<file path="src/hw/rtl/hashed_gaussian_noise_generator_top_defines.svh">
// Assertion macros for the hashed Gaussian noise generator.
`ifndef HASHED_GAUSSIAN_NOISE_GENERATOR_TOP_DEFINES_SVH
`define HASHED_GAUSSIAN_NOISE_GENERATOR_TOP_DEFINES_SVH

`ifndef SYNTH
`define HGN_ASSERT_IMP(lbl, clk, rst_n, ant, con) \
  lbl: assert property (@(posedge clk) disable iff (!rst_n) (ant) |-> (con)) \
    else $error("hgn: assertion failed");
`define HGN_ASSERT_NXT(lbl, clk, rst_n, ant, con) \
  lbl: assert property (@(posedge clk) disable iff (!rst_n) (ant) |=> (con)) \
    else $error("hgn: assertion failed");
`else
`define HGN_ASSERT_IMP(lbl, clk, rst_n, ant, con)
`define HGN_ASSERT_NXT(lbl, clk, rst_n, ant, con)
`endif

`endif

</file>
<file path="src/hw/rtl/hgn_pkg.sv">
// Shared types and constants of the hashed Gaussian noise generator.
`default_nettype none
package hgn_pkg;

  localparam int COORD_W = 8;
  localparam int OPND_W  = 9;
  localparam int N_HASH  = 4;

  localparam logic [31:0] HASH_MUL_X   = 32'd374761393;
  localparam logic [31:0] HASH_MUL_Y   = 32'd668265263;
  localparam logic [31:0] HASH_MUL_MIX = 32'd1274126177;
  localparam logic [31:0] FRAC_FLOOR   = 32'd4295;
  localparam logic [30:0] TWO_LN2_Q30  = 31'd1488522236;
  localparam logic [32:0] HALF_PI_Q32  = 33'd6746518852;

  localparam logic [OPND_W-1:0] OFF_X [N_HASH] = '{9'd0, 9'd57, 9'd91, 9'd13};
  localparam logic [OPND_W-1:0] OFF_Y [N_HASH] = '{9'd0, 9'd131, 9'd7, 9'd199};

  localparam int TERM_N = 6;
  localparam logic [7:0] DIV_C [TERM_N] = '{8'd2, 8'd12, 8'd30, 8'd56, 8'd90, 8'd132};
  localparam logic [7:0] DIV_S [TERM_N] = '{8'd6, 8'd20, 8'd42, 8'd72, 8'd110, 8'd156};
  localparam logic [31:0] RCP_C [TERM_N] = '{
    32'((64'd1 << 32) / 64'd2),  32'((64'd1 << 32) / 64'd12),
    32'((64'd1 << 32) / 64'd30), 32'((64'd1 << 32) / 64'd56),
    32'((64'd1 << 32) / 64'd90), 32'((64'd1 << 32) / 64'd132)};
  localparam logic [31:0] RCP_S [TERM_N] = '{
    32'((64'd1 << 32) / 64'd6),  32'((64'd1 << 32) / 64'd20),
    32'((64'd1 << 32) / 64'd42), 32'((64'd1 << 32) / 64'd72),
    32'((64'd1 << 32) / 64'd110), 32'((64'd1 << 32) / 64'd156)};

  localparam int SQ_N = 24;
  localparam int RT_N = 27;
  localparam int T_W  = 30;
  localparam int RT_FEED = T_W / 2;

  localparam int HASH_LAT = 2;
  localparam int RAD_LAT  = 1 + SQ_N + 2 + RT_N;
  localparam int TRIG_LAT = 3 + 3 * TERM_N + 1;
  localparam int TRIG_DLY = RAD_LAT - TRIG_LAT;
  localparam int PIPE_LAT = HASH_LAT + RAD_LAT + 1;

  localparam int Q_DEPTH = 2;
  localparam int Q_PTR_W = 1;
  localparam int Q_CNT_W = 2;

  typedef struct packed {
    logic [COORD_W-1:0] x;
    logic [COORD_W-1:0] y;
  } coord_t;

  typedef struct packed {
    logic empty;
    logic full;
  } q_stat_t;

endpackage
`default_nettype wire

</file>
<file path="src/hw/rtl/hgn_hash.sv">
// Two-stage 32-bit integer hash of an offset coordinate pair.
`default_nettype none
module hgn_hash (
  input  logic                       clk_i,
  input  logic                       en_i,
  input  logic [hgn_pkg::OPND_W-1:0] a_i,
  input  logic [hgn_pkg::OPND_W-1:0] b_i,
  output logic [31:0]                hash_o
);
  logic [40:0] pa, pb;
  logic [31:0] sum_d, sum_q, pre, mix_d, mix_q;
  logic [63:0] pm;

  always_comb begin
    pa    = 41'(a_i) * 41'(hgn_pkg::HASH_MUL_X);
    pb    = 41'(b_i) * 41'(hgn_pkg::HASH_MUL_Y);
    sum_d = pa[31:0] + pb[31:0];
    pre   = sum_q ^ (sum_q >> 13);
    pm    = 64'(pre) * 64'(hgn_pkg::HASH_MUL_MIX);
    mix_d = pm[31:0];
  end

  always_ff @(posedge clk_i) begin
    if (en_i) begin
      sum_q <= sum_d;
      mix_q <= mix_d;
    end
  end

  assign hash_o = mix_q ^ (mix_q >> 16);
endmodule
`default_nettype wire

</file>
<file path="config.mk">
export PLATFORM = sky130hd
export DESIGN_NAME = hgn_hash
export DESIGN_NICKNAME = d
export VERILOG_FILES = /design/src/hw/rtl/hashed_gaussian_noise_generator_top_defines.svh /design/src/hw/rtl/hgn_pkg.sv /design/src/hw/rtl/hgn_hash.sv
export SDC_FILE = /design/constraint.sdc
export NUM_CORES = 1
export LEC_CHECK = 0
export BUFFER_PORTS_ARGS = -buffer_cell sky130_fd_sc_hd__buf_2
export CAP_MARGIN = 20
export CORE_MARGIN = 5
export CORE_UTILIZATION = 29
export CTS_CLUSTER_DIAMETER = 120
export DETAILED_ROUTE_END_ITERATION = 10
export PLACE_DENSITY = 0.48
export SYNTH_ARGS = -nofsm -noshare
export SYNTH_HDL_FRONTEND = slang
export SYNTH_SLANG_ARGS = --single-unit
</file>
<file path="constraint.sdc">
create_clock -name clk_i -period 14.1 [get_ports clk_i]
set_clock_uncertainty 0.2 [all_clocks]
set_input_delay 0.705 -clock clk_i [delete_from_list [all_inputs] [get_ports clk_i]]
set_output_delay 0.705 -clock clk_i [all_outputs]
set_load 0.02 [all_outputs]
</file>
Word-level counts from Yosys, hierarchy flattened --
Cells that the tools add are included.
Storage, ports and cells: memories kept 0, ROM bits 0, bits in latches 0, register bits after elaboration 64, bits in writable memories 0, output and inout port bits 32, input port bits 20, logic and storage cells 8
Operators by class: shift-type cells 0, $lt $le $gt $ge 0, equal/unequal tests 0, add/sub/neg operators 1, bitwise gates (word level) 2, div/mod/pow operators 0, multiply operators 3, multiplexer cells 0, reductions and logical operators 0
Operators by type and width (number):
- $add A32 B32 Y32 | 1
- $mul A32 B31 Y32 const B | 1
- $mul A9 B29 Y32 const B | 1
- $mul A9 B30 Y32 const B | 1
- $xor A32 B16 Y32 | 1
- $xor A32 B19 Y32 | 1

Depth between registers and ports, before layout --
Gate-level depths: netlist (run 1).
depth after elaboration 2, mapped depth 25, mapped depth without buffers 25

Least setup slack after synthesis (run 1) --
OpenSTA, ideal clock, no wires.
path type register to register, start reg sum_q[20], end reg mix_q[30] (data pin), cell stages (with the launch flop) 23, required time 13.642 ns, buffers on the path 0, slack 7.099 ns, setup time 0.258 ns, clock period less this slack 7.001 ns, arrival time 6.544 ns, cell sequence edfxtp_1 xnor2_1 xnor2_1 ha_1 nand2b_1 fa_1 fa_1 inv_1 fa_1 inv_1 fa_1 fa_1 fa_1 ha_1 ha_1 o21a_1 o2111ai_1 o21a_1 clkinv_2 o311a_1 or3_1 a21oi_2 xnor2_1
On the way: word-level cells in the longest chain between the ends 2
Ends and longest elaborated chain:
- start: declaration | RTL line hgn_hash.sv:11 | logic [31:0] sum_d, sum_q, pre, mix_d, mix_q;
- start signal: assignment | RTL line hgn_hash.sv:25 | sum_q <= sum_d;
- $xor A32 B19 Y32 | RTL line hgn_hash.sv:18 | pre = sum_q ^ (sum_q >> 13);
- $mul A32 B31 Y32 | RTL line hgn_hash.sv:19 | pm = 64'(pre) * 64'(hgn_pkg::HASH_MUL_MIX);
- net mix_d[30] | RTL line hgn_hash.sv:11
- end signal: assignment | RTL line hgn_hash.sv:26 | mix_q <= mix_d;
- end: declaration | RTL line hgn_hash.sv:11
The timed path passes the listed nets, and every way through them passes these cells. A chain may end at the register's enable or synchronous reset.

Final worst setup path (run 1) --
start reg sum_q[21], end reg mix_q[31] (data pin)
The elaborated chain is that of the path after synthesis.

==> impl_results.md, run 1 <==
* Core area at between 60000 and 70000 sq um
* Post-synth cell types at 58
* Status: finished, final reports clean
* CTS max path bufs at 2
* CTS Root Cell: clkbuf_16
* Worst EP arrival at slightly above 8 ns
* CTS clock-pin slew for the worst setup and hold paths at 0.06 ns
* Number of port buffers at between 50 and 60
* Avg WL per Cell at between 15 and 20 microns
* Sequential share of the synthesized area at 0.108
* Yosys warnings at 0
* Final setup viols at 0
* Seq cells post-synth at 64
* Critical path fanouts, max at 5
* Hold EP: mix_q[2]$_DFFE_PP_
* Most common cell on crit path: fa_1
* Req. time, crit path at around 14 ns
* Slowest cell on crit path: xnor2_1
* Die area at 66600 sq um
* GP Congestion at 0.958
* Worst hold path depth at 2
* Global-route usage over all layers at 0.144
* Crit path from: sum_q[21]$_DFFE_PP_
* CP peak stage delay at ~0.67 ns
* Post-DP HPWL at around 42000 microns
* Initial Util at 0.291
* Synthesized area at 17800 sq um
* Vias per inst at 4.35
* Setup WS pre-CTS at ~5.8 ns
* Clk Latency, worst-skew pair at approximately 0.35 ns
* First-pass GRT wire length at approximately 73000 microns
* Post-Syn Instances at about 1700
* Syn Nets at 2348
* Fin nets at ~2400
* Setup TNS at 0 ns
* R2r endpoint: mix_q[31]$_DFFE_PP_
* Startpoint Class: register
* Cell row count at just over 90
* Crit path time final at approximately 8.2 ns
* Fmax at 122 MHz
* Max cap viols at 0
* Fin. Hold Viols at 0
* Die Width at 258 microns
* Hold path startpoint: sum_q[2]$_DFFE_PP_
* Worst Max-Slew Pin Slew at approximately 1 ns
* Share of async-settable or async-resettable flops after synthesis at 0
* Critical path class: reg -> reg
* H-tree levels at 3
* HP Class: reg -> reg
* CTS tree: built
* GR Overflow Total at 0
* Total CTS buffers at 9
* Tcrit/Tclk final at 0.583
* Synth-to-Final Area Change at 8.48%
* Layout cells sized above 1 at 0.0515
* Ports at 52
* Filler cells at ~6400
* Residual DRC at 0
* Initial antenna violation count at 0
* Mean post-synth cell area at around 11 sq um
* ANT cells at 0
* CP Cell Sequence: xnor2_1 -> inv_1 -> xnor2_1 -> ha_1 -> fa_1 -> fa_1 -> inv_1 -> fa_1 -> inv_1 -> fa_1 -> fa_1 -> fa_1 -> ha_1 -> ha_1 -> o21a_1 -> o2111ai_1 -> o21a_1 -> clkinv_2 -> o31a_1 -> a211oi_1 -> a21oi_1 -> xnor2_1
* Critical Path End Type: register
* Vias in the first global route at about 13000
* Post-route ant nets at 0
* RSZ-0062 raised after global routing: false
* CTS resizes at 0
* Slew Limit Fails at 0
* Final worst-path setup slack at 5.88 ns
* Reg2reg setup slack at between 5 and 6 ns
* Initial drt markers at 444
* Die Y at roughly 260 microns
* Slew HR at 0.343
* Via count at 10964
* Worst flop-to-flop path startpoint: sum_q[21]$_DFFE_PP_
* Drt total wl at roughly 47000 microns
* Clock Sinks at 64
* Largest net degree at the start of global routing at between 60 and 70
* Post-synth EDFFs at 64
* Most frequent cells in the layout: inv_1, fa_1, ha_1
* Worst r2r path cells at 22
* Post-CTS Hold Buffers at 0
* Dominant synthesized flop cell: edfxtp_1
* Commonest non-fill, non-tap cell in the layout: inv_1
* Drt first pass iters at 5
* Post-CTS Repair Setup Buffers at 0
how the worst max path moves through the flow:
stage	to	slack, ns	cells past startpoint
after CTS	mix_q[31]$_DFFE_PP_	5.81	22
after detailed placement	mix_q[31]$_DFFE_PP_	5.83	22
after global routing	mix_q[31]$_DFFE_PP_	5.52	22
final	mix_q[31]$_DFFE_PP_	5.88	22
after floorplan	mix_q[30]$_DFFE_PP_	7.10	22
after global placement	mix_q[31]$_DFFE_PP_	6.05	22
area by class of cell:
cell class                 instances  area, sq um  share of cell area
inverter                         551         2070               0.107
sequential                        64         1920              0.0993
tap                              790          988              0.0511
multi-input combinational       1039        13700               0.709
clock inverter                     6          108             0.00556
timing repair buffer              59          315              0.0163
clock buffer                       9          225              0.0116
sequential cells by signal, indices dropped and copies added (netlist names):
name	flops
mix_q	32
sum_q	32
per-layer routing:
metal	up-vias	GRT usage	wire length, microns
met3	45	0.0144	1550
met5	-	0	0
met4	0	0.0368	1240
met2	194	0.262	24000
met1	5591	0.183	19800
li1	5134	-	-
cell usage after synthesis, drive strengths merged (13+ instances only):
library cell | n | area (sq um)
a21o | 13 | 97.6
a21oi | 29 | 153
buf | 17 | 125
edfxtp | 64 | 1920
fa | 377 | 7550
ha | 278 | 3480
inv | 550 | 2060
nand2 | 28 | 105
nor2 | 37 | 139
o21a | 13 | 98.9
o21ai | 20 | 100
xnor2 | 87 | 762
xor2 | 54 | 473
cell families after synthesis:
kind of cell / after synthesis / synth area share
adder cells (fa/ha/maj): 655 / 0.618
buffers and inverters: 570 / 0.123
XOR/XNOR: 141 / 0.0692
AND/OR/NAND/NOR: 125 / 0.0351
AO/OA/AOI/OAI: 118 / 0.0462
flip-flops: 64 / 0.108
worst max-delay path, delay by kind of cell, from the launching register on:
| family | cells | cell delay [ns] |
|---|---|---|
| buffers and inverters | 4 | 0.54 |
| flip-flops | 1 | 0.49 |
| XOR/XNOR | 3 | 1.39 |
| adder cells (fa/ha/maj) | 9 | 3.79 |
| AO/OA/AOI/OAI | 6 | 1.55 |
metrics by stage:
step	hold WS (ns)	util	instance area (sq um)	instances
global route	0.610	0.316	19300	2518
floorplan	0.479	-	17800	1673
CTS	0.599	0.316	19300	2518
detailed placement	0.590	0.310	19000	2503
global placement	0.581	0.310	19000	2502
finish	0.609	0.316	19300	2518
Power of run 1 is left out: the tool's default activity adds up to more than one toggle a clock period on the data nets, which glitch-free logic cannot reach.
==> inputs of run 2 (changes only) <==
clock period = 7.8 ns   (was 14.1 ns; I/O delays follow)
==> run 2 against run 1 <==
  * Final cell count up 0.87%
  * Maximum frequency increased by 13%
  * Clock-buffer cell count increased by 1
  * Critical path depth decreased by 1
  * Worst hold slack got worse by 0.17 ns
  * Design area is 0.71% higher
  * Sequential share of layout area is 0.070 points lower
  * Register-to-register slack lost 5.4 ns
  * Global-route usage grew 0.25 points
==> impl_results.md, run 2 (synthesis gave the netlist of run 1 again) <==
* Fin. Hold Viols at 0
* CTS max path bufs at 2
* Vias in the first global route at between 10000 and 15000
* Total CTS buffers at 9
* CTS tree: built
* Tcrit/Tclk final at 0.936
* Drt total wl at roughly 48000 microns
* Initial Util at 0.291
* Die Y at between 200 and 300 microns
* Max cap viols at 0
* Filler cells at 6358
* Ports at 52
* First-pass GRT wire length at 74000 microns
* Die area at 66600 sq um
* Initial drt markers at around 450
* Final setup viols at 0
* Fmax at about 140 MHz
* Largest net degree at the start of global routing at 65
* Commonest non-fill, non-tap cell in the layout: inv_1
* Core area at 61300 sq um
* Setup WS pre-CTS at 0.490 ns
* Layout cells sized above 1 at 0.0629
* Post-route ant nets at 0
* Vias per inst at 4.35
* GP Congestion at around 0.95
* Worst EP arrival at between 7 and 8 ns
* GR Overflow Total at 0
* Drt first pass iters at 5
* Reg2reg setup slack at between 0.4 and 0.5 ns
* Worst Max-Slew Pin Slew at between 0.8 and 0.9 ns
* RSZ-0062 raised after global routing: false
* Synth-to-Final Area Change at 9.25%
* ANT cells at 0
* HP Class: in -> reg
* Startpoint Class: register
* Req. time, crit path at about 7.7 ns
* Post-CTS Repair Setup Buffers at 0
* Final worst-path setup slack at 0.499 ns
* CTS resizes at 0
* Slew HR at 0.403
* Setup TNS at 0 ns
* Critical path fanouts, max at 5
* Number of port buffers at 51
* Biggest regs: mix_q (32), sum_q (32)
* Post-CTS Hold Buffers at 0
* Most frequent cells in the layout: inv_1, fa_1, ha_1
* H-tree levels at 3
* Post-DP HPWL at between 40000 and 50000 microns
* Status: finished, final reports clean
* Via count at roughly 11000
* Die Width at about 260 microns
* Crit path time final at 7.30 ns
* Avg WL per Cell at roughly 19 microns
* Hold_ws at between 0.4 and 0.5 ns
* Cell row count at 91
* Initial antenna violation count at 0
* Clk Latency, worst-skew pair at ~0.35 ns
* Residual DRC at 0
* CTS clock-pin slew for the worst setup and hold paths at around 0.060 ns
* CTS Root Cell: clkbuf_16
* Slew Limit Fails at 0
* Fin nets at about 2400
* Global-route usage over all layers at 0.146
* Critical path class: reg -> reg
* Critical Path End Type: register
* Clock Sinks at 64
-- run 2: cell types whose count changed in the layout (fill, tap and decap cells not counted) --
| cell | before | now |
|---|---|---|
| clkbuf_1 | 0 | 1 |
| inv_6 | 1 | 0 |
| buf_4 | 8 | 29 |
| bufinv_16 | 3 | 2 |
| clkinvlp_4 | 0 | 2 |
-- run 2: critical path, stage by stage, from the launching register on --
cell and delay (ns):
edfxtp_1 0.52, xor2_1 0.37, inv_1 0.28, fa_1 0.55, fa_1 0.41, inv_1 0.08
fa_1 0.40, inv_1 0.07, fa_1 0.40, inv_1 0.09, fa_1 0.46, fa_1 0.46
fa_1 0.48, ha_1 0.29, ha_1 0.35, a21o_1 0.22, a21oi_1 0.29, nand2_1 0.12
o311a_1 0.34, or3_1 0.43, a21oi_2 0.17, xnor2_1 0.07
-- run 2: routing by layer --
metal / part of all wire / vias up / GRT usage
met2: 0.51 / 234 / 0.264
met5: 0 / - / 0
met1: 0.42 / 5589 / 0.183
met3: 0.033 / 69 / 0.0165
met4: 0.038 / 0 / 0.0482
li1: - / 5165 / -
-- run 2: cell type report --
class | count | area [sq um] | share of cell area
clock inverters | 6 | 83.8 | 0.00430
inverters | 551 | 2070 | 0.106
clock buffers | 10 | 229 | 0.0118
multi-input cells | 1039 | 13700 | 0.704
repair buffers | 80 | 473 | 0.0243
flip-flops and latches | 64 | 1920 | 0.0986
well taps | 790 | 988 | 0.0507
-- run 2: metrics by stage --
stage | utilization | cell area [sq um] | instances
2_1_floorplan | - | 17800 | 1673
3_3_place_gp | 0.313 | 19200 | 2524
3_5_place_dp | 0.313 | 19200 | 2524
4_1_cts | 0.318 | 19500 | 2540
5_1_grt | 0.318 | 19500 | 2540
6_report | 0.318 | 19500 | 2540
-- run 2: final timing paths --
| check | end | depth (start not counted) | start |
|---|---|---|---|
| max | mix_q[30]$_DFFE_PP_ | 21 | sum_q[23]$_DFFE_PP_ |
| min | sum_q[0]$_DFFE_PP_ | 3 | b_i[0] |
| max reg2reg | mix_q[30]$_DFFE_PP_ | 21 | sum_q[23]$_DFFE_PP_ |
| min reg2reg | mix_q[3]$_DFFE_PP_ | 2 | sum_q[3]$_DFFE_PP_ |
Power of run 2 is left out for the same reason.
==> inputs of run 3 (changes only) <==
clock period = 7.64 ns   (was 7.8 ns; I/O delays follow)
==> run 3 against run 2 <==
  * Global-route usage barely moved
  * Highest routed layer unchanged
  * Critical path depth fell by 1
  * Via count fell by 0.32%
  * Worst hold slack got worse by 0.031 ns
==> impl_results.md, run 3 (synthesis gave the netlist of run 1 again) <==
* CTS clock-pin slew for the worst setup and hold paths at 0.06 ns
* Initial antenna violation count at 0
* Post-DP HPWL at ~43000 microns
* Fin nets at ~2400
* Layout cells sized above 1 at 0.0661
* Setup WS pre-CTS at about 0.23 ns
* Drt first pass iters at 4
* CTS resizes at 0
* Vias in the first global route at roughly 13000
* Via count at 11022
* Critical path class: reg -> reg
* Critical path fanouts, max at 5
* GP Congestion at slightly above 0.9
* Post-CTS Hold Buffers at 0
* First-pass GRT wire length at between 70000 and 80000 microns
* Global-route usage over all layers at 0.146
* Setup TNS at 0 ns
* Avg WL per Cell at 18.5 microns
* H-tree levels at 3
* Req. time, crit path at between 7 and 8 ns
* Crit path time final at ~7.3 ns
* Slew Limit Fails at 0
* Residual DRC at 0
* Die Y at 258 microns
* Final setup viols at 0
* Fmax at about 140 MHz
* Core area at just over 60000 sq um
* ANT cells at 0
* Initial drt markers at 416
* Critical Path End Type: register
* Ports at 52
* CTS tree: built
* Drt total wl at between 40000 and 50000 microns
* Fin. Hold Viols at 0
* Commonest non-fill, non-tap cell in the layout: inv_1
* Final worst-path setup slack at around 0.31 ns
* Cell row count at approximately 90
* Post-CTS Repair Setup Buffers at 0
* Synth-to-Final Area Change at 9.23%
* Largest net degree at the start of global routing at 65
* Worst Max-Slew Pin Slew at roughly 0.9 ns
* Vias per inst at about 4.3
* Max cap viols at 0
* CTS Root Cell: clkbuf_16
* Startpoint Class: register
* Slew HR at 0.412
* Clock Sinks at 64
* Die Width at about 260 microns
* RSZ-0062 raised after global routing: false
* GR Overflow Total at 0
* Number of port buffers at slightly above 50
* Initial Util at 0.291
* HP Class: in -> reg
* Total CTS buffers at 9
* Worst EP arrival at 7.23 ns
* Status: finished, final reports clean
* Die area at around 67000 sq um
* Most frequent cells in the layout: inv_1, fa_1, ha_1
* Biggest regs: mix_q (32), sum_q (32)
* Clk Latency, worst-skew pair at 0.35 ns
* Post-route ant nets at 0
* Tcrit/Tclk final at 0.959
* CTS max path bufs at 2
[run 3: worst paths after layout]
kind / start / endpoint / slack [ns] / cells past startpoint
worst max-delay path: sum_q[15]$_DFFE_PP_ / mix_q[30]$_DFFE_PP_ / 0.31 / 20
worst min-delay path: b_i[0] / sum_q[0]$_DFFE_PP_ / 0.41 / 2
worst max register to register: sum_q[15]$_DFFE_PP_ / mix_q[30]$_DFFE_PP_ / 0.31 / 20
worst min register to register: sum_q[2]$_DFFE_PP_ / mix_q[2]$_DFFE_PP_ / 0.62 / 2
[run 3: worst max-delay path: stages (launching register included)]
cell,delay [ns]
edfxtp_1,0.42
xnor2_1,0.47
inv_1,0.29
ha_1,0.33
fa_1,0.47
fa_1,0.52
inv_1,0.05
fa_1,0.47
inv_1,0.05
fa_1,0.49
fa_1,0.56
fa_1,0.43
ha_1,0.30
ha_1,0.34
a21o_1,0.22
a21oi_1,0.31
nand2_1,0.14
o311a_1,0.33
or3_1,0.44
a21oi_2,0.17
xnor2_1,0.07
[run 3: final cells by class]
class | count | area (sq um)
repair buffers | 85 | 510
flip-flops and latches | 64 | 1920
fillers | 6399 | 41800
clock inverters | 6 | 36.3
inverters | 551 | 2070
clock buffers | 10 | 229
well taps | 790 | 988
multi-input cells | 1039 | 13700
[run 3: stage by stage]
| stage | cell area (sq um) | util | hold WS (ns) | cells |
|---|---|---|---|---|
| 2_1_floorplan | 17800 | - | 0.294 | 1673 |
| 4_1_cts | 19500 | 0.318 | 0.406 | 2545 |
| 5_1_grt | 19500 | 0.318 | 0.417 | 2545 |
| 3_3_place_gp | 19200 | 0.314 | 0.628 | 2529 |
| 6_report | 19500 | 0.318 | 0.411 | 2545 |
| 3_5_place_dp | 19200 | 0.314 | 0.622 | 2529 |
[run 3: routing by layer]
| metal | track usage | up-vias | share of wire |
|---|---|---|---|
| met3 | 0.0132 | 37 | 0.024 |
| met2 | 0.273 | 160 | 0.53 |
| met1 | 0.188 | 5641 | 0.43 |
| met4 | 0.0231 | 0 | 0.015 |
| met5 | 0 | - | 0 |
| li1 | - | 5184 | - |
Power of run 3 is left out for the same reason.
