### src/hw/rtl/hashed_gaussian_noise_generator_top_defines.svh
// Assertion macros for the hashed Gaussian noise generator.
`ifndef HASHED_GAUSSIAN_NOISE_GENERATOR_TOP_DEFINES_SVH
`define HASHED_GAUSSIAN_NOISE_GENERATOR_TOP_DEFINES_SVH

`ifndef SYNTH
`define HGN_ASSERT_IMP(lbl, clk, rst_n, ant, con) \
  lbl: assert property (@(posedge clk) disable iff (!rst_n) (ant) |-> (con)) \
    else $error("hgn: assertion failed");
`define HGN_ASSERT_NXT(lbl, clk, rst_n, ant, con) \
  lbl: assert property (@(posedge clk) disable iff (!rst_n) (ant) |=> (con)) \
    else $error("hgn: assertion failed");
`else
`define HGN_ASSERT_IMP(lbl, clk, rst_n, ant, con)
`define HGN_ASSERT_NXT(lbl, clk, rst_n, ant, con)
`endif

`endif

### src/hw/rtl/hgn_pkg.sv
// Shared types and constants of the hashed Gaussian noise generator.
`default_nettype none
package hgn_pkg;

  localparam int COORD_W = 8;
  localparam int OPND_W  = 9;
  localparam int N_HASH  = 4;

  localparam logic [31:0] HASH_MUL_X   = 32'd374761393;
  localparam logic [31:0] HASH_MUL_Y   = 32'd668265263;
  localparam logic [31:0] HASH_MUL_MIX = 32'd1274126177;
  localparam logic [31:0] FRAC_FLOOR   = 32'd4295;
  localparam logic [30:0] TWO_LN2_Q30  = 31'd1488522236;
  localparam logic [32:0] HALF_PI_Q32  = 33'd6746518852;

  localparam logic [OPND_W-1:0] OFF_X [N_HASH] = '{9'd0, 9'd57, 9'd91, 9'd13};
  localparam logic [OPND_W-1:0] OFF_Y [N_HASH] = '{9'd0, 9'd131, 9'd7, 9'd199};

  localparam int TERM_N = 6;
  localparam logic [7:0] DIV_C [TERM_N] = '{8'd2, 8'd12, 8'd30, 8'd56, 8'd90, 8'd132};
  localparam logic [7:0] DIV_S [TERM_N] = '{8'd6, 8'd20, 8'd42, 8'd72, 8'd110, 8'd156};
  localparam logic [31:0] RCP_C [TERM_N] = '{
    32'((64'd1 << 32) / 64'd2),  32'((64'd1 << 32) / 64'd12),
    32'((64'd1 << 32) / 64'd30), 32'((64'd1 << 32) / 64'd56),
    32'((64'd1 << 32) / 64'd90), 32'((64'd1 << 32) / 64'd132)};
  localparam logic [31:0] RCP_S [TERM_N] = '{
    32'((64'd1 << 32) / 64'd6),  32'((64'd1 << 32) / 64'd20),
    32'((64'd1 << 32) / 64'd42), 32'((64'd1 << 32) / 64'd72),
    32'((64'd1 << 32) / 64'd110), 32'((64'd1 << 32) / 64'd156)};

  localparam int SQ_N = 24;
  localparam int RT_N = 27;
  localparam int T_W  = 30;
  localparam int RT_FEED = T_W / 2;

  localparam int HASH_LAT = 2;
  localparam int RAD_LAT  = 1 + SQ_N + 2 + RT_N;
  localparam int TRIG_LAT = 3 + 3 * TERM_N + 1;
  localparam int TRIG_DLY = RAD_LAT - TRIG_LAT;
  localparam int PIPE_LAT = HASH_LAT + RAD_LAT + 1;

  localparam int Q_DEPTH = 2;
  localparam int Q_PTR_W = 1;
  localparam int Q_CNT_W = 2;

  typedef struct packed {
    logic [COORD_W-1:0] x;
    logic [COORD_W-1:0] y;
  } coord_t;

  typedef struct packed {
    logic empty;
    logic full;
  } q_stat_t;

endpackage
`default_nettype wire

### src/hw/rtl/hgn_queue.sv
// Two-word coordinate queue between the accept side and the compute pipeline.
`default_nettype none
module hgn_queue (
  input  logic             clk_i,
  input  logic             rst_ni,
  input  logic             push_i,
  input  hgn_pkg::coord_t  data_i,
  input  logic             pop_i,
  output hgn_pkg::coord_t  data_o,
  output hgn_pkg::q_stat_t stat_o
);
  hgn_pkg::coord_t mem_q [hgn_pkg::Q_DEPTH];
  logic [hgn_pkg::Q_PTR_W-1:0] wr_q, rd_q;
  logic [hgn_pkg::Q_CNT_W-1:0] cnt_q, cnt_d;

  always_comb begin
    cnt_d = cnt_q;
    if (push_i && !pop_i) begin
      cnt_d = cnt_q + 1'b1;
    end else if (pop_i && !push_i) begin
      cnt_d = cnt_q - 1'b1;
    end
  end

  always_ff @(posedge clk_i or negedge rst_ni) begin
    if (!rst_ni) begin
      wr_q  <= '0;
      rd_q  <= '0;
      cnt_q <= '0;
    end else begin
      if (push_i) begin
        wr_q <= wr_q + 1'b1;
      end
      if (pop_i) begin
        rd_q <= rd_q + 1'b1;
      end
      cnt_q <= cnt_d;
    end
  end

  always_ff @(posedge clk_i) begin
    if (push_i) begin
      mem_q[wr_q] <= data_i;
    end
  end

  assign data_o       = mem_q[rd_q];
  assign stat_o.empty = (cnt_q == '0);
  assign stat_o.full  = (cnt_q == hgn_pkg::Q_CNT_W'(hgn_pkg::Q_DEPTH));
endmodule
`default_nettype wire

### config.mk
export PLATFORM = sky130hd
export DESIGN_NAME = hgn_queue
export DESIGN_NICKNAME = d
export VERILOG_FILES = /design/src/hw/rtl/hashed_gaussian_noise_generator_top_defines.svh /design/src/hw/rtl/hgn_pkg.sv /design/src/hw/rtl/hgn_queue.sv
export SDC_FILE = /design/constraint.sdc
export NUM_CORES = 1
export LEC_CHECK = 0
export BUFFER_PORTS_ARGS = -buffer_cell sky130_fd_sc_hd__buf_2
export CELL_PAD_IN_SITES_DETAIL_PLACEMENT = 0
export CELL_PAD_IN_SITES_GLOBAL_PLACEMENT = 1
export CORE_ASPECT_RATIO = 0.75
export CORE_MARGIN = 5
export CORE_UTILIZATION = 30
export DETAILED_ROUTE_END_ITERATION = 8
export PLACE_DENSITY_LB_ADDON = 0.1
export SETUP_SLACK_MARGIN = 0.05
export SYNTH_ARGS = -nofsm -noshare
export SYNTH_HDL_FRONTEND = slang
export SYNTH_SLANG_ARGS = --single-unit
### constraint.sdc
create_clock -name clk_i -period 1.8 [get_ports clk_i]
set_input_delay 0.09 -clock clk_i [delete_from_list [all_inputs] [get_ports clk_i]]
set_output_delay 0.09 -clock clk_i [all_outputs]
set_load 0.01 [all_outputs]
Word-level counts from Yosys, hierarchy flattened --
Memories as Yosys holds them, arrays and structs flattened. Index checks and enable logic that the tools add are counted.
Storage, ports and cells: register bits 4, memory bits (writable) 32, bits of input ports 20, output and inout port bits 18, word-level logic and storage cells 19, memories kept 1
Operators by class: add/sub/neg operators 4, equality and inequality tests 1, mux-type cells 4, reduce and logical (&&, ||, !) cells 6
Memory list:
- mem_q | depth 2, bits a word 16, rd ports 1, clocked after memory_dff 0, write ports 1, RTL line hgn_queue.sv:12 | hgn_pkg::coord_t mem_q [hgn_pkg::Q_DEPTH];
Operators by type and width (count):
- 2-to-1 mux 2 bit | 2
- adder 1 bit, second input constant | 2
- adder 2 x 1 -> 2 bit, second input constant | 1
- equality test 2 bit, second input constant | 1
- logical AND 1 bit | 2
- logical NOT 1 bit | 2
- logical NOT 2 bit | 1
- 2-to-1 mux 1 bit | 2
- nonzero test 2 bit | 1
- subtractor 2 x 1 -> 2 bit, second input constant | 1

Depth between registers and ports, before layout --
Gate-level depths: netlist of run 1.
word-level depth 4, depth in mapped cells 5, depth with buffers taken out 5

Least setup slack after synthesis of run 1 --
No wires, ideal clock.
path type register -> register, start reg wr_q, end mem mem_q[0][0] in the netlist's numbering (enable), setup time 0.390 ns, arrival time 1.139 ns, required time 1.410 ns, setup slack 0.271 ns, stages on the path, launching flop included 2, buffers on the path 0, clock period less this slack 1.529 ns, cells stage by stage dfrtp_1 -> nor2b_1
RTL lines:
- start: declaration | RTL line hgn_queue.sv:13 | logic [hgn_pkg::Q_PTR_W-1:0] wr_q, rd_q;
- start signal: assignment | RTL line hgn_queue.sv:32 | wr_q <= wr_q + 1'b1;
- end: declaration | RTL line hgn_queue.sv:12
Straight into the memory's write port.

==> results of run 1 <==
==> layout make-up <==
class / count / area (um2) / share of cell area [%]
multi-input combinational: 27 / 299 / 15.8
clock inverter: 1 / 3.75 / 0.198
sequential: 36 / 1060 / 56.0
timing repair buffer: 57 / 370 / 19.5
inverter: 1 / 3.75 / 0.198
clock buffer: 7 / 86.3 / 4.55
tap: 57 / 71.3 / 3.76
==> routing by layer <==
| layer | vias to the layer above | GRT usage, % |
|---|---|---|
| met4 | 0 | 4.03 |
| met1 | 375 | 9.12 |
| met3 | 4 | 4.29 |
| met2 | 27 | 13.1 |
| met5 | - | 0 |
| li1 | 371 | - |
==> repair_timing <==
| item | CTS | global route |
|---|---|---|
| endpoints found under the hold margin | 24 | 6 |
| hold buffers | 11 | 3 |
| gates resized for setup | 0 | 0 |
==> stage by stage <==
step / instances / worst slack [ns] / hold WS (ns) / instance area, um2
after floorplan: 66 / 0.271 / -0.206 / 1390
after global placement: 164 / 0.486 / -0.101 / 1670
after detailed placement: 164 / 0.472 / -0.101 / 1670
after CTS: 183 / 0.157 / 0.000232 / 1870
after global routing: 186 / 0.121 / 0.00196 / 1900
final: 186 / 0.195 / 0.0120 / 1900
==> path summary, 6_finish.rpt <==
path                                      startpoint                      to  slack [ns]  cells past startpoint
worst max-delay path                rd_q$_DFFE_PN0P_              data_o[10]        0.19                      3
worst min-delay path                           pop_i        rd_q$_DFFE_PN0P_        0.01                      2
worst max register to register      wr_q$_DFFE_PN0P_  mem_q[1][12]$_DFFE_PP_        0.75                      2
worst min register to register  cnt_q[1]$_DFFE_PN0P_    cnt_q[1]$_DFFE_PN0P_        0.48                      1
max in group asynchronous                     rst_ni        rd_q$_DFFE_PN0P_        1.53                      2
min in group asynchronous                     rst_ni    cnt_q[1]$_DFFE_PN0P_        0.15                      2
==> state kept, by name, indices dropped and copies added (netlist names) <==
register  count
rd_q          1
cnt_q         2
mem_q        32
wr_q          1
==> cell usage in the layout, fill, tap and decap left out, drive strengths merged <==
cell type	instances
and2	1
buf	43
clkbuf	7
clkinv	1
dfrtp	4
dlygate4sd3	14
edfxtp	32
ha	1
inv	1
mux2	16
nor2	2
nor2b	2
xnor2	1
xor2	4
==> power groups by stage <==
| stage | clock (W) | sequential [W] | combinational [W] |
|---|---|---|---|
| CTS | 0.000578 | 0.00122 | 0.000869 |
| global placement | 0 | 0.00123 | 0.000842 |
| finish | 0.000553 | 0.00122 | 0.000848 |
| floorplan | 0 | 0.00119 | 0.000610 |
| global route | 0.000618 | 0.00124 | 0.000926 |
| detailed placement | 0 | 0.00124 | 0.000850 |
==> kinds of logic after synthesis <==
| logic type | Yosys count | synth area share, % |
|---|---|---|
| adder cells (fa/ha/maj) | 1 | 0.898 |
| multiplexers | 16 | 15.4 |
| AND/OR/NAND/NOR | 5 | 1.89 |
| flip-flops | 36 | 76.2 |
| buffers and inverters | 3 | 2.52 |
| XOR/XNOR | 5 | 3.14 |
==> qor.txt, run 1 <==
Total CTS buffers: 5
Synth cell types: 13
Clk_skew: 0.00410 ns
CTS root buf: clkbuf_8
Final design utilization: 42.4%
Max cap viols: 0
Top sig layer: met4
Worst slew pin tran: 0.328 ns
Post-synth EDFFs: 32
CTS H-tree depth: 2
Met3 wire len: 213 um
Fmax: 0.623 GHz
Flops & latches, synth: 36
Yosys warnings: 0
CTS tree: built
Critical Path, Cell by Cell: buf_4 > mux2_4 > buf_2
Crit start category: register
Final min period: 1.61 ns
Req. time, crit path: 1.71 ns
Most used DFF post-synth: edfxtp_1
Seq/Total Area, Yosys: 76.2%
Leakage power: 0.776 nW
Delay of the slowest critical-path stage: 0.53 ns
Gpl congestion: 0.678
Vias in the first global route: 817
Met1 wire length: 972 um
Fill cell count: 421
Relative max-transition margin: 78.1%
TritonRoute pass-1 iters: 3
Top cells by area, synth: edfxtp_1, mux2_4, dfrtp_1
Pwr Total: 0.00262 W
Post-CTS Setup Bufs: 0
Hold Vio Cnt, Final: 0
Setup TNS: 0 ns
Period utilization: 89.2%
First-pass GRT wire length: 3.70 mm
RSZ-0062 raised after global routing: no
Layout cells sized above 1: 51.2%
Nets@finish: 149
Slew Limit Fails: 0
Initial antenna violation count: 0
Mapped Nets: 87
I/O pins: 38
CP bufs+invs: 2
CTS Sinks: 36
Syn_area_per_cell: 21.1 um2
Clock Pin Slew Worst Setup and Hold Paths: 0.06 ns
PwrDens: 1380 mW/mm2
Clk buf depth: 2
Final setup fails: 0
Wire length on met2: 1.14 mm
Crit Path Category: reg2out
Clock group share of total power: 21.1%
Core ar.: 0.00447 mm2
DP HPWL: 1.71 mm
Routed wire length: 2.35 mm
Post-synth ARST share: 11.1%
Largest net degree at the start of global routing: 12
Site row count: 21
Internal cell power: 0.00189 W
Sw Share: 27.7%
Area leader, netlist: edfxtp_1
Most common cell in the netlist: edfxtp_1
PortBufs: 37
Antenna diodes: 0
P_sw: 0.000727 W
Slowest CP cell: dfrtp_1
CP delay by family, top: flip-flops
Starting density of the core: 31.2%
Logic pwr share: 32.4%
Die area: 0.00612 mm2
Post-Syn Area: 0.00139 mm2
Worst hold path class: in2reg
Total Routing Usage GR: 8.32%
Share of the synthesized area in the top cell type: 69.0%
GR Overflow Total: 0
Data arrival, critical path: 1.52 ns
Antenna viol nets, final: 0
Vias: 777
Initial DRC Count: 16
Die height: 69.0 um
Critical-path maximum fanout: 8
Layout overhead on the synthesized area: 36.1%
Die Width: 88.7 um
Peak VDD IR: 0.601 mV
Crit end category: output pin
Wirelength per Cell: 12.6 um
Clk_lat worst skew: 0.27 ns
Vias per std cell: 4.18
Outcome: finished, final reports clean
Synth Instances: 66
Reg power frac: 46.5%
DRC: 0
Synth top cells by count: edfxtp_1, mux2_4, mux2_2
Power figures use the tool's default switching activity.
==> run 2: changes to the inputs <==
PLACE_DENSITY = 0.66   (was not set)
PLACE_DENSITY_LB_ADDON = not set   (was 0.1)
==> qor.txt, run 2 (synthesized netlist as in run 1, its figures left out) <==
Outcome: finished, final reports clean
Routed wire length: 2.40 mm (+1.8%)
Cell Area, Placed: 0.00166 mm2 (-0.15%)
Vias: 740 (-4.8%)
Fin area: 0.00187 mm2 (-1.1%)
Most frequent cells in the layout: buf_2, edfxtp_1, dlygate4sd3_1
Hold depth: 1 (-1)
DP HPWL: 1.76 mm (+2.9%)
Initial DRC Count: 44 (+28)
Crit end category: output pin
Antenna viol nets, final: 0 (unchanged)
Critical-path maximum fanout: 8 (unchanged)
Layout cells sized above 1: 50.8% (-0.38 points)
DRC: 0 (unchanged)
Site row count: 21 (unchanged)
GR Overflow Total: 0 (unchanged)
Hold Vio Cnt, Final: 0 (unchanged)
FF/Latch Area: 0.00106 mm2 (unchanged)
Die Width: 88.7 um (unchanged)
Initial antenna violation count: 0 (unchanged)
Peak VDD IR: 0.489 mV (-19%)
First-pass GRT wire length: 3.80 mm (+2.8%)
Worst r2r src: wr_q$_DFFE_PN0P_
Nets@finish: 148 (-0.67%)
Area of the multi-input gates: 297 um2 (-0.84%)
CTS root buf: clkbuf_8
Hold WS: 0.00950 ns (-0.00251 ns)
Slew Limit Fails: 0 (unchanged)
Crit. Startpoint: rd_q$_DFFE_PN0P_
Starting density of the core: 31.2% (unchanged)
Pwr Total: 0.00258 W (-1.6%)
Worst reg2reg path depth: 2 (unchanged)
TritonRoute pass-1 iters: 4 (+1)
Total Routing Usage GR: 8.42% (+0.11 points)
Clk buf depth: 2 (unchanged)
RSZ-0062 raised after global routing: no
Req. time, crit path: 1.71 ns (about the same)
CTS Sinks: 36 (unchanged)
Clk_lat worst skew: 0.27 ns (about the same)
Hold path startpoint: data_i[1]
CTS H-tree depth: 2 (unchanged)
Most common cell after layout, fill and taps aside: buf_2
Crit start category: register
Period utilization: 78.4% (-11 points)
Biggest regs: mem_q x32, cnt_q x2
Vias per std cell: 4.00 (-4.2%)
Clock Pin Slew Worst Setup and Hold Paths: 0.07 ns (about the same)
Biggest register: mem_q
Final WS setup: 0.389 ns (+0.194 ns)
Die height: 69.0 um (unchanged)
Final min period: 1.41 ns (-0.194 ns)
Relative max-transition margin: 88.9% (+11 points)
Die area: 0.00612 mm2 (unchanged)
PortBufs: 37 (unchanged)
Max cap viols: 0 (unchanged)
PwrDens: 1380 mW/mm2 (-0.49%)
I/O pins: 38 (unchanged)
Data arrival, critical path: 1.32 ns (-0.20 ns)
PostCTS Resize Cnt: 0 (unchanged)
Vias in the first global route: 807 (-1.2%)
Setup TNS: 0 ns (unchanged)
Core ar.: 0.00447 mm2 (unchanged)
Clk_skew: 0.00705 ns (+0.00295 ns)
Max FFs per register: 32 (unchanged)
Worst hold path class: in2reg
Antenna diodes: 0 (unchanged)
Worst slew pin tran: 0.167 ns (-0.161 ns)
Wirelength per Cell: 12.9 um (+2.4%)
Largest net degree at the start of global routing: 12 (unchanged)
CTS tree: built
Crit Path Category: reg2out
Total CTS buffers: 5 (unchanged)
Layout overhead on the synthesized area: 34.6%
Fill cell count: 418 (-0.71%)
Final setup fails: 0 (unchanged)
Fmax: 0.709 GHz (+14%)
Gpl congestion: 0.684 (+0.90%)
Dpl ws: 0.672 ns (+0.200 ns)
Leakage power: 0.767 nW (-1.1%)
==> run 2: stage by stage <==
step	cells	utilization [%]
2_1_floorplan	66	-
3_3_place_gp	164	37.2
3_5_place_dp	164	37.2
4_1_cts	181	41.1
5_1_grt	185	42.0
6_report	185	42.0
==> run 2: layout make-up <==
cell class / instances / area share, %
Clock buffer: 7 / 4.07
Tap cell: 57 / 3.81
Inverter: 1 / 0.200
Multi-Input combinational cell: 27 / 15.8
Clock inverter: 1 / 0.267
Timing Repair Buffer: 56 / 19.2
Sequential cell: 36 / 56.6
==> run 2: final timing paths <==
check / slack [ns] / end
worst max-delay path: 0.39 / data_o[15]
worst min-delay path: 0.009 / mem_q[1][1]$_DFFE_PP_
min in group asynchronous: 0.15 / rd_q$_DFFE_PN0P_
worst max register to register: 0.77 / mem_q[0][11]$_DFFE_PP_
worst min register to register: 0.48 / wr_q$_DFFE_PN0P_
max in group asynchronous: 1.53 / wr_q$_DFFE_PN0P_
==> run 2: power breakdown <==
part | switching, W | internal (W) | total (W)
registers | 0.0000675 | 0.00112 | 0.00119
clock network | 0.000247 | 0.000271 | 0.000518
logic | 0.000406 | 0.000465 | 0.000871
total | 0.000721 | 0.00186 | 0.00258
==> run 2: metal layers <==
metal  vias up  global-route usage [%]  wire [um]
li1        366                       -          -
met1       346                    9.29        939
met2        23                    13.6       1190
met3         5                    3.45        201
met4         0                    4.53         59
met5         -                       0          0
==> run 2: critical path: stages (launching register included) <==
cell,delay [ns]
dfrtp_1,0.35
buf_4,0.21
mux2_2,0.35
buf_2,0.14
==> run 2: repair_timing <==
action | in CTS | in global routing
setup endpoints to repair | 0 | 0
hold buffers | 9 | 4
buffers inserted | 0 | 0
hold endpoints to repair | 20 | 7
==> run 3: changes to the inputs <==
clock period = 1.3 ns   (was 1.8 ns; I/O delays follow)
==> qor.txt, run 3 (synthesized netlist as in run 1, its figures left out) <==
Slew Limit Fails: 0 (unchanged)
Layout cells sized above 1: 50.7% (about the same)
DRC: 0 (unchanged)
Total Routing Usage GR: 8.46% (+0.039 points)
Die Width: 88.7 um (unchanged)
Biggest regs: mem_q x32, cnt_q x2
Initial DRC Count: 41 (-6.8%)
I/O pins: 38 (unchanged)
CTS root buf: clkbuf_8
Die area: 0.00612 mm2 (unchanged)
Crit start category: register
Peak VDD IR: 0.823 mV (+68%)
Clk_lat worst skew: 0.27 ns (about the same)
Worst hold path class: in2async
Initial antenna violation count: 0 (unchanged)
GR Overflow Total: 0 (unchanged)
Area of the multi-input gates: 325 um2 (+9.7%)
Biggest register: mem_q
Final WS setup: -0.0658 ns (-0.455 ns)
CTS tree: built
Setup TNS: -0.783 ns (-0.783 ns)
Antenna viol nets, final: 0 (unchanged)
Clock group share of total power: 17.7% (-2.4 points)
Critical-path maximum fanout: 8 (unchanged)
Failing checks: setup timing
FF/Latch Area: 0.00106 mm2 (+0.12%)
CTS Sinks: 36 (unchanged)
Total CTS buffers: 5 (unchanged)
Vias in the first global route: 832 (+3.1%)
PortBufs: 37 (unchanged)
Data arrival, critical path: 1.30 ns (-0.02 ns)
Clk buf depth: 2 (unchanged)
Gpl congestion: 0.675 (-1.4%)
Max cap viols: 0 (unchanged)
First-pass GRT wire length: 3.80 mm (unchanged)
Hold Vio Cnt, Final: 0 (unchanged)
RSZ-0062 raised after global routing: yes
Vias: 783 (+5.8%)
PwrDens: 1940 mW/mm2 (+41%)
Antenna diodes: 0 (unchanged)
Final setup fails: 16 (+16)
CTS H-tree depth: 2 (unchanged)
Most frequent cells in the layout: edfxtp_1, buf_2, dlygate4sd3_1
Worst slew pin tran: 0.163 ns (-0.00432 ns)
Hold WS: 0.120 ns (+0.111 ns)
Layout overhead on the synthesized area: 50.6%
Most common cell after layout, fill and taps aside: edfxtp_1
P_sw: 0.00111 W (+54%)
Leakage power: 0.868 nW (+13%)
Site row count: 21 (unchanged)
Internal cell power: 0.00295 W (+59%)
Clk_skew: 0.00172 ns (-0.00534 ns)
Die height: 69.0 um (unchanged)
Starting density of the core: 31.2% (unchanged)
Core ar.: 0.00447 mm2 (unchanged)
Largest net degree at the start of global routing: 12 (unchanged)
Crit end category: output pin
Relative max-transition margin: 89.2% (+0.29 points)
Crit Path Category: reg2out
Fin area: 0.00210 mm2 (+12%)
Reg power frac: 41.3% (-4.8 points)
Period utilization: 105%
Sw Share: 27.3% (-0.66 points)
Nets@finish: 156 (+5.4%)
Vias per std cell: 4.06 (+1.4%)
Final min period: 1.37 ns
Req. time, crit path: 1.24 ns (-0.47 ns)
Fmax: 0.732 GHz
Outcome: finished, violations left
Logic pwr share: 40.9% (+7.1 points)
Routed wire length: 2.49 mm (+4.1%)
Clock Pin Slew Worst Setup and Hold Paths: 0.06 ns (about the same)
Cell Area, Placed: 0.00167 mm2 (+0.15%)
Max FFs per register: 32 (unchanged)
DP HPWL: 1.79 mm (+1.8%)
TritonRoute pass-1 iters: 3 (-1)
Wirelength per Cell: 12.9 um (-0.18%)
Fill cell count: 400 (-4.3%)
## run 3: changes by cell type in the layout (fill, tap and decap cells not counted), sizes merged
cell and change:
buf +2, clkinvlp +1, dlygate4sd3 +6, clkbuf -1
## run 3: worst paths after layout
path,start,endpoint,slack [ns],depth (start not counted)
max in group asynchronous,rst_ni,rd_q$_DFFE_PN0P_,1.04,2
min in group clk_i,cnt_q[1]$_DFFE_PN0P_,cnt_q[1]$_DFFE_PN0P_,0.49,1
setup reg to reg,wr_q$_DFFE_PN0P_,mem_q[0][7]$_DFFE_PP_,0.28,2
hold reg to reg,cnt_q[1]$_DFFE_PN0P_,cnt_q[1]$_DFFE_PN0P_,0.49,1
hold / removal,rst_ni,wr_q$_DFFE_PN0P_,0.12,2
setup / recovery,rd_q$_DFFE_PN0P_,data_o[3],-0.07,3
## run 3: worst max-delay path, cell delays in order (launching register included)
cell and delay (ns):
dfrtp_2 0.44, buf_8 0.16, mux2_4 0.31, buf_6 0.12
## run 3: final cells by class
type | instances | share of cell area, %
clock buffers | 6 | 3.46
clock inverters | 2 | 0.537
inverters | 1 | 0.179
multi-input cells | 27 | 15.5
flip-flops and latches | 36 | 50.7
well taps | 57 | 3.40
repair buffers | 64 | 26.3
## run 3: per-layer routing
metal	global-route usage (%)	wire length (um)
met5	0	0
met1	8.88	1010
met2	14.3	1300
met4	4.53	27
met3	3.33	157
## run 3: power by group through the flow
stage	Combinational (W)	Sequential, W	Clock [W]
final	0.00166	0.00168	0.000720
after global routing	0.00177	0.00171	0.000801
after CTS	0.00157	0.00166	0.000756
after detailed placement	0.00120	0.00168	0
after global placement	0.00119	0.00166	0
after floorplan	0.000848	0.00165	0
## run 3: what timing repair did
item                                    in CTS  in global routing
gates resized for setup                     18                 11
gates cloned                                 0                  1
endpoints found under the setup margin      16                 16
endpoints found under the hold margin       38                  0
setup buffers                                1                  0
hold buffers                                19                  0
## run 3: through the flow
step / utilization, % / instances / setup WS, ns / power (W)
after CTS: 46.0 / 192 / -0.0651 / 0.00399
after global routing: 46.9 / 193 / -0.119 / 0.00428
after floorplan: - / 66 / 0.0572 / 0.00250
final: 46.9 / 193 / -0.0658 / 0.00406
after global placement: 37.3 / 164 / 0.240 / 0.00285
after detailed placement: 37.3 / 164 / 0.226 / 0.00288
